File: src/design/stp_pkg.sv
// ----------------------------------------------------------------------------
// stp_pkg
// shared constants and the token that walks the cell chain
// ----------------------------------------------------------------------------
package stp_pkg;

   localparam int ENTRY_COUNT = 64;

   localparam logic [1:0] MODE_BEGIN = 2'd0;
   localparam logic [1:0] MODE_END   = 2'd1;
   localparam logic [1:0] MODE_READ  = 2'd2;

   localparam logic [1:0] STATUS_OK        = 2'd0;
   localparam logic [1:0] STATUS_FULL      = 2'd1;
   localparam logic [1:0] STATUS_NOT_FOUND = 2'd2;

   localparam logic [63:0] SUM_MAX   = {64{1'b1}};
   localparam logic [31:0] CALLS_MAX = {32{1'b1}};
   localparam logic [47:0] TIME_ONES = {48{1'b1}};

   typedef struct packed {
      logic        valid;
      logic        done;
      logic [1:0]  mode;
      logic [15:0] key;
      logic [47:0] stamp;
      logic [1:0]  status;
      logic [31:0] call_count;
      logic [63:0] total_time;
      logic [47:0] low_time;
      logic [47:0] high_time;
   } token_type;

endpackage

File: src/design/stp_cell.sv
// ----------------------------------------------------------------------------
// stp_cell
// one table entry; updates itself when the passing token hits it
// ----------------------------------------------------------------------------
module stp_cell (
   input  logic              clock,
   input  logic              reset,
   input  stp_pkg::token_type tok_in,
   output stp_pkg::token_type tok_out
);
   import stp_pkg::*;

   logic        used_ff, used_in;
   logic [15:0] key_ff, key_in;
   logic [47:0] start_ff, start_in;
   logic [31:0] calls_ff, calls_in;
   logic [63:0] sum_ff, sum_in;
   logic [47:0] min1_ff, min1_in, min2_ff, min2_in;
   logic [47:0] max1_ff, max1_in, max2_ff, max2_in;
   logic [1:0]  seen_ff, seen_in;
   token_type   tok_ff, tok_in_nx;

   logic        active, is_begin, is_end, hit;
   logic [47:0] elapsed;
   logic [64:0] sum_wide;

   always_comb begin
      active   = tok_in.valid && !tok_in.done;
      is_begin = (tok_in.mode == MODE_BEGIN);
      is_end   = (tok_in.mode == MODE_END);
      hit      = is_begin ? (!used_ff || key_ff == tok_in.key)
                          : (used_ff && key_ff == tok_in.key);
      elapsed  = tok_in.stamp - start_ff;
      sum_wide = {1'b0, sum_ff} + {17'd0, elapsed};

      used_in  = used_ff;
      key_in   = key_ff;
      start_in = start_ff;
      calls_in = calls_ff;
      sum_in   = sum_ff;
      min1_in  = min1_ff;
      min2_in  = min2_ff;
      max1_in  = max1_ff;
      max2_in  = max2_ff;
      seen_in  = seen_ff;

      if (active && hit && is_begin) begin
         used_in  = 1'b1;
         key_in   = tok_in.key;
         start_in = tok_in.stamp;
         if (calls_ff != CALLS_MAX) calls_in = calls_ff + 32'd1;
      end
      if (active && hit && is_end) begin
         if (elapsed < min2_ff) begin
            if (elapsed < min1_ff) begin
               min2_in = min1_ff;
               min1_in = elapsed;
            end else begin
               min2_in = elapsed;
            end
         end
         if (elapsed > max2_ff) begin
            if (elapsed > max1_ff) begin
               max2_in = max1_ff;
               max1_in = elapsed;
            end else begin
               max2_in = elapsed;
            end
         end
         sum_in = sum_wide[64] ? SUM_MAX : sum_wide[63:0];
         if (seen_ff != 2'd2) seen_in = seen_ff + 2'd1;
      end

      tok_in_nx = tok_in;
      if (active && hit) begin
         tok_in_nx.done       = 1'b1;
         tok_in_nx.status     = STATUS_OK;
         tok_in_nx.call_count = calls_in;
         tok_in_nx.total_time = sum_in;
         unique case (seen_in)
            2'd0: begin
               tok_in_nx.low_time  = '0;
               tok_in_nx.high_time = '0;
            end
            2'd1: begin
               tok_in_nx.low_time  = min1_in;
               tok_in_nx.high_time = max1_in;
            end
            default: begin
               tok_in_nx.low_time  = min2_in;
               tok_in_nx.high_time = max2_in;
            end
         endcase
      end
   end

   always_ff @(posedge clock) begin
      key_ff   <= key_in;
      start_ff <= start_in;
      if (reset) begin
         used_ff  <= 1'b0;
         calls_ff <= '0;
         sum_ff   <= '0;
         min1_ff  <= TIME_ONES;
         min2_ff  <= TIME_ONES;
         max1_ff  <= '0;
         max2_ff  <= '0;
         seen_ff  <= '0;
         tok_ff   <= '0;
      end else begin
         used_ff  <= used_in;
         calls_ff <= calls_in;
         sum_ff   <= sum_in;
         min1_ff  <= min1_in;
         min2_ff  <= min2_in;
         max1_ff  <= max1_in;
         max2_ff  <= max2_in;
         seen_ff  <= seen_in;
         tok_ff   <= tok_in_nx;
      end
   end

   assign tok_out = tok_ff;

endmodule

File: config.mk
export PLATFORM = sky130hd
export DESIGN_NAME = stp_cell
export DESIGN_NICKNAME = d
export VERILOG_FILES = /design/src/design/stp_pkg.sv /design/src/design/stp_cell.sv
export SDC_FILE = /design/constraint.sdc
export NUM_CORES = 2
export LEC_CHECK = 0
export ABC_AREA = 0
export BUFFER_PORTS_ARGS = -buffer_cell sky130_fd_sc_hd__buf_2
export CAP_MARGIN = 10
export CORE_MARGIN = 3
export CORE_UTILIZATION = 60
export DETAILED_ROUTE_END_ITERATION = 8
export PLACE_DENSITY = 0.9
export REMOVE_ABC_BUFFERS = 1
export SLEW_MARGIN = 40
export SYNTH_ARGS = -nofsm -noshare
export SYNTH_HDL_FRONTEND = slang
export SYNTH_SLANG_ARGS = --single-unit
File: constraint.sdc
create_clock -name clock -period 18.4 [get_ports clock]
set_input_delay 1.84 -clock clock [delete_from_list [all_inputs] [get_ports clock]]
set_output_delay 1.84 -clock clock [all_outputs]
set_load 0.03 [all_outputs]
==> flow_summary.yaml <==
status:
  status: "completed"
hold_path:
  min_path_type: "flip-flop to flip-flop"
yosys:
  yosysUniqueCellTypes: 96
  ys.flop_type: "dfxtp_1"
  avgSynthCellArea_sq_um: 8.51
  muxShareOfSynthArea_pct: 3.45
  yosysWarnings: 0
  synthAdderAreaFrac_pct: 10.8
  synth_top_area_cell: "dfxtp_1"
  synth-simple-area-share_pct: 16.9
  ys_seq_elements: 617
  synth_edf_count: 64
  synthCells: 3962
  synth_compound_area_share_pct: 21.1
  syn_area_sq_mm: 0.0337
  yosys.area.top_type_share_pct: 32.8
  synth-xor-area-share_pct: 3.43
  synth-seq-area-share_pct: 38.5
  ys_async_sr_fraction_pct: 0
  netlist_top_cells_area: "dfxtp_1 33%, ha_1 11%, a21oi_1 5.7%"
  synth_top_family_by_area: "compound AO/OA/AOI/OAI gates"
die:
  die_area_sq_mm: 0.0591
  num_rows: 86
  io_pins: 526
  die_x_um: 243
  core-area_sq_mm: 0.0553
  start_util_pct: 60.9
  chipHeight_um: 243
placement:
  dpl.hpwl_mm: 81.9
  gp_congestion: 0.987
  placed_cells: 5103
  port-buffer-count: 525
power_and_ir_drop:
  ir_drop_mv: 0.0729
  finalPower_mw: 3.45
  powerDensity_mw_per_mm2: 87.1
  p_leak_nw: 18.0
routing:
  via_per_inst: 6.36
  drcViolationCount: 0
  drt_iter0_markers: 3476
  vias: 33300
  routedWlPerCell_um: 22.2
  dr.pass1.iters: 7
  antenna_left: 0
  drt-total-wl_mm: 116
layout:
  register_area_sq_mm: 0.0130
  multi_input_area_sq_mm: 0.0189
  fin_nets: 4981
  final_cells: 5235
  drive_above_1_share_pct: 17.5
  syn_to_final_growth_pct: 17.5
  fillers: 4112
sta:
  worst_pin_slew_ns: 0.933
  finalSetupTns_ns: 0
  slew-limit-headroom_pct: 37.8
  skew_ns: 0.0329
  timing.fmax_ghz: 0.116
  whs_ns: 0.472
  period_needed_ns: 8.59
  period_share_pct: 46.7
  rsz0062_at_grt: "no"
  setup_violations: 0
  hold_violations: 0
  finalMaxSlewViolations: 0
setup_path:
  crit_type: "input pin to flip-flop"
  critPathLaunchType: "input pin"
  cp-end-kind: "flip-flop"
  cp.required_ns: 18.91
  arrival_ns: 9.10
  path_max_fanout: 64
global_routing:
  grt_pass1_wl_mm: 177
  grt_pass1_vias: 32000
  grt.overflow.total: 0
  antenna_found_initial: 11
  grt_usage_pct: 37.5
  grt_max_degree: 92
clock_tree:
  clock_sinks: 617
  h-tree-depth: 3
  clock_latency_ns: 0.63
  clk_pin_slew_ns: 0.06
  cts_hold_buf: 0
  cts_buffer_depth: 3
  cts_tree: "yes"
  postCtsSetupBuffers: 0
  cts_resized: 0
  root_buffer: "clkbuf_16"
  cts_buffers: 68
job:
  maxCapViolCount: 0
==> synthesized netlist by cell type, types with 8 or more instances <==
library cell	n
buf_1	14
o21ai_1	25
o211ai_1	28
nand2_1	331
a2111oi_0	9
nor4_1	17
buf_2	35
and3_1	26
a22oi_1	12
mux2i_1	99
dfxtp_1	553
inv_1	281
and2_1	23
a221o_1	25
a211o_1	13
and4_1	12
a21oi_1	385
o221ai_1	33
nand3_1	74
or3_1	15
a211oi_1	52
o21bai_1	17
xnor2_1	78
nand4_1	71
nor2b_1	86
nor3_1	67
nor2_1	392
o32a_1	8
mux2_2	13
a21o_1	64
o21a_1	27
o21ai_0	222
xor2_1	54
nand2b_1	52
o22a_1	22
a22o_1	8
a31oi_1	32
clkbuf_1	148
a221oi_1	33
a311oi_1	17
ha_1	287
edfxtp_1	64
==> power breakdown <==
part	internal (mW)	leakage [nW]	switching, mW
Combinational	0.194	11.8	0.387
Clock	0.865	1.17	0.601
Sequential	1.39	5.11	0.0106
==> cell type report <==
cell class	count	area share, %
clock buffer	85	4.87
timing repair buffer	604	8.48
multi-input combinational	2856	47.6
sequential	617	32.8
clock inverter	39	1.16
antenna	5	0.0316
tap	748	2.36
inverter	281	2.67
==> stage by stage <==
stage	instance area [sq um]	util (%)	setup slack (ns)
finish	39600	71.6	9.81
floorplan	32800	-	5.87
CTS	39600	71.5	9.82
global placement	37000	66.9	9.25
detailed placement	37200	67.2	9.25
global route	39600	71.6	9.51
==> cell families (layout without fill, tap and decap cells) <==
family / count (synthesis) / after routing
other: 0 / 5
AND/OR/NAND/NOR: 1208 / 1208
adder cells (fa/ha/maj): 289 / 289
buffers and inverters: 489 / 1009
XOR/XNOR: 132 / 132
flip-flops: 617 / 617
multiplexers: 114 / 114
AO/OA/AOI/OAI: 1113 / 1113
==> final timing paths <==
path,start,to,slack [ns],depth (start not counted)
worst min-delay path,max1_ff[47],max1_ff[47],0.47,2
worst min register to register,max1_ff[47],max1_ff[47],0.47,2
worst max-delay path,tok_in[194],tok_out[51],9.81,27
worst max register to register,start_ff[0],tok_out[51],10.88,25
==> worst max-delay path, cell delays in order <==
cell and delay, ns:
buf_2 0.11, inv_1 0.07, ha_1 0.17, inv_1 0.06, fa_1 0.42, a211oi_1 0.23
o21ai_1 0.17, o221ai_1 0.54, a211oi_1 0.29, nor3_1 0.49, o21ai_0 0.18, xor2_1 0.16
buf_4 0.20, ha_1 0.19, a21oi_1 0.15, nor2b_1 0.06, o21ai_0 0.14, or4b_1 0.44
o41a_1 0.36, a41oi_4 0.41, buf_8 0.24, buf_6 0.51, and2_2 0.29, buf_4 0.59
o21ai_1 0.17, a221oi_1 0.36, nor2_1 0.08
==> placed cells by master (no fill, tap or decap), types with 13 or more instances in the layout <==
master	instances
o22a_1	22
dfxtp_1	553
ha_1	287
a211oi_1	51
o211ai_1	28
clkbuf_16	72
clkinv_2	13
buf_4	67
a311oi_1	17
and3_1	26
or3_1	15
nor2_1	389
mux2i_1	99
edfxtp_1	64
nand4_1	71
mux2_2	13
nand2b_1	52
inv_1	279
nand2_1	330
o221ai_1	33
o21ai_1	25
nor2b_1	86
xnor2_1	78
and2_1	21
a21o_1	63
o21a_1	25
a31oi_1	32
a221oi_1	33
a221o_1	25
o21bai_1	17
nor3_1	67
o21ai_0	221
nor4_1	16
a211o_1	13
buf_2	525
nand3_1	74
a21oi_1	385
xor2_1	54
==> registers in the layout, summed over array words and instances (netlist names) <==
| register | count |
|---|---|
| seen_ff | 2 |
| used_ff | 1 |
| sum_ff | 64 |
| min2_ff | 48 |
| calls_ff | 32 |
| tok_out | 262 |
| min1_ff | 48 |
| start_ff | 48 |
| max1_ff | 48 |
| max2_ff | 48 |
| key_ff | 16 |
==> layer usage <==
metal | global-route usage, % | share of wire, % | up-vias
met5 | 0 | 0.045 | -
met4 | 19.6 | 5.5 | 8
met3 | 8.69 | 12 | 417
met2 | 61.8 | 46 | 2183
met1 | 45.9 | 37 | 15600
li1 | - | - | 15100
Note: power is estimated with default switching activity, not from simulation.
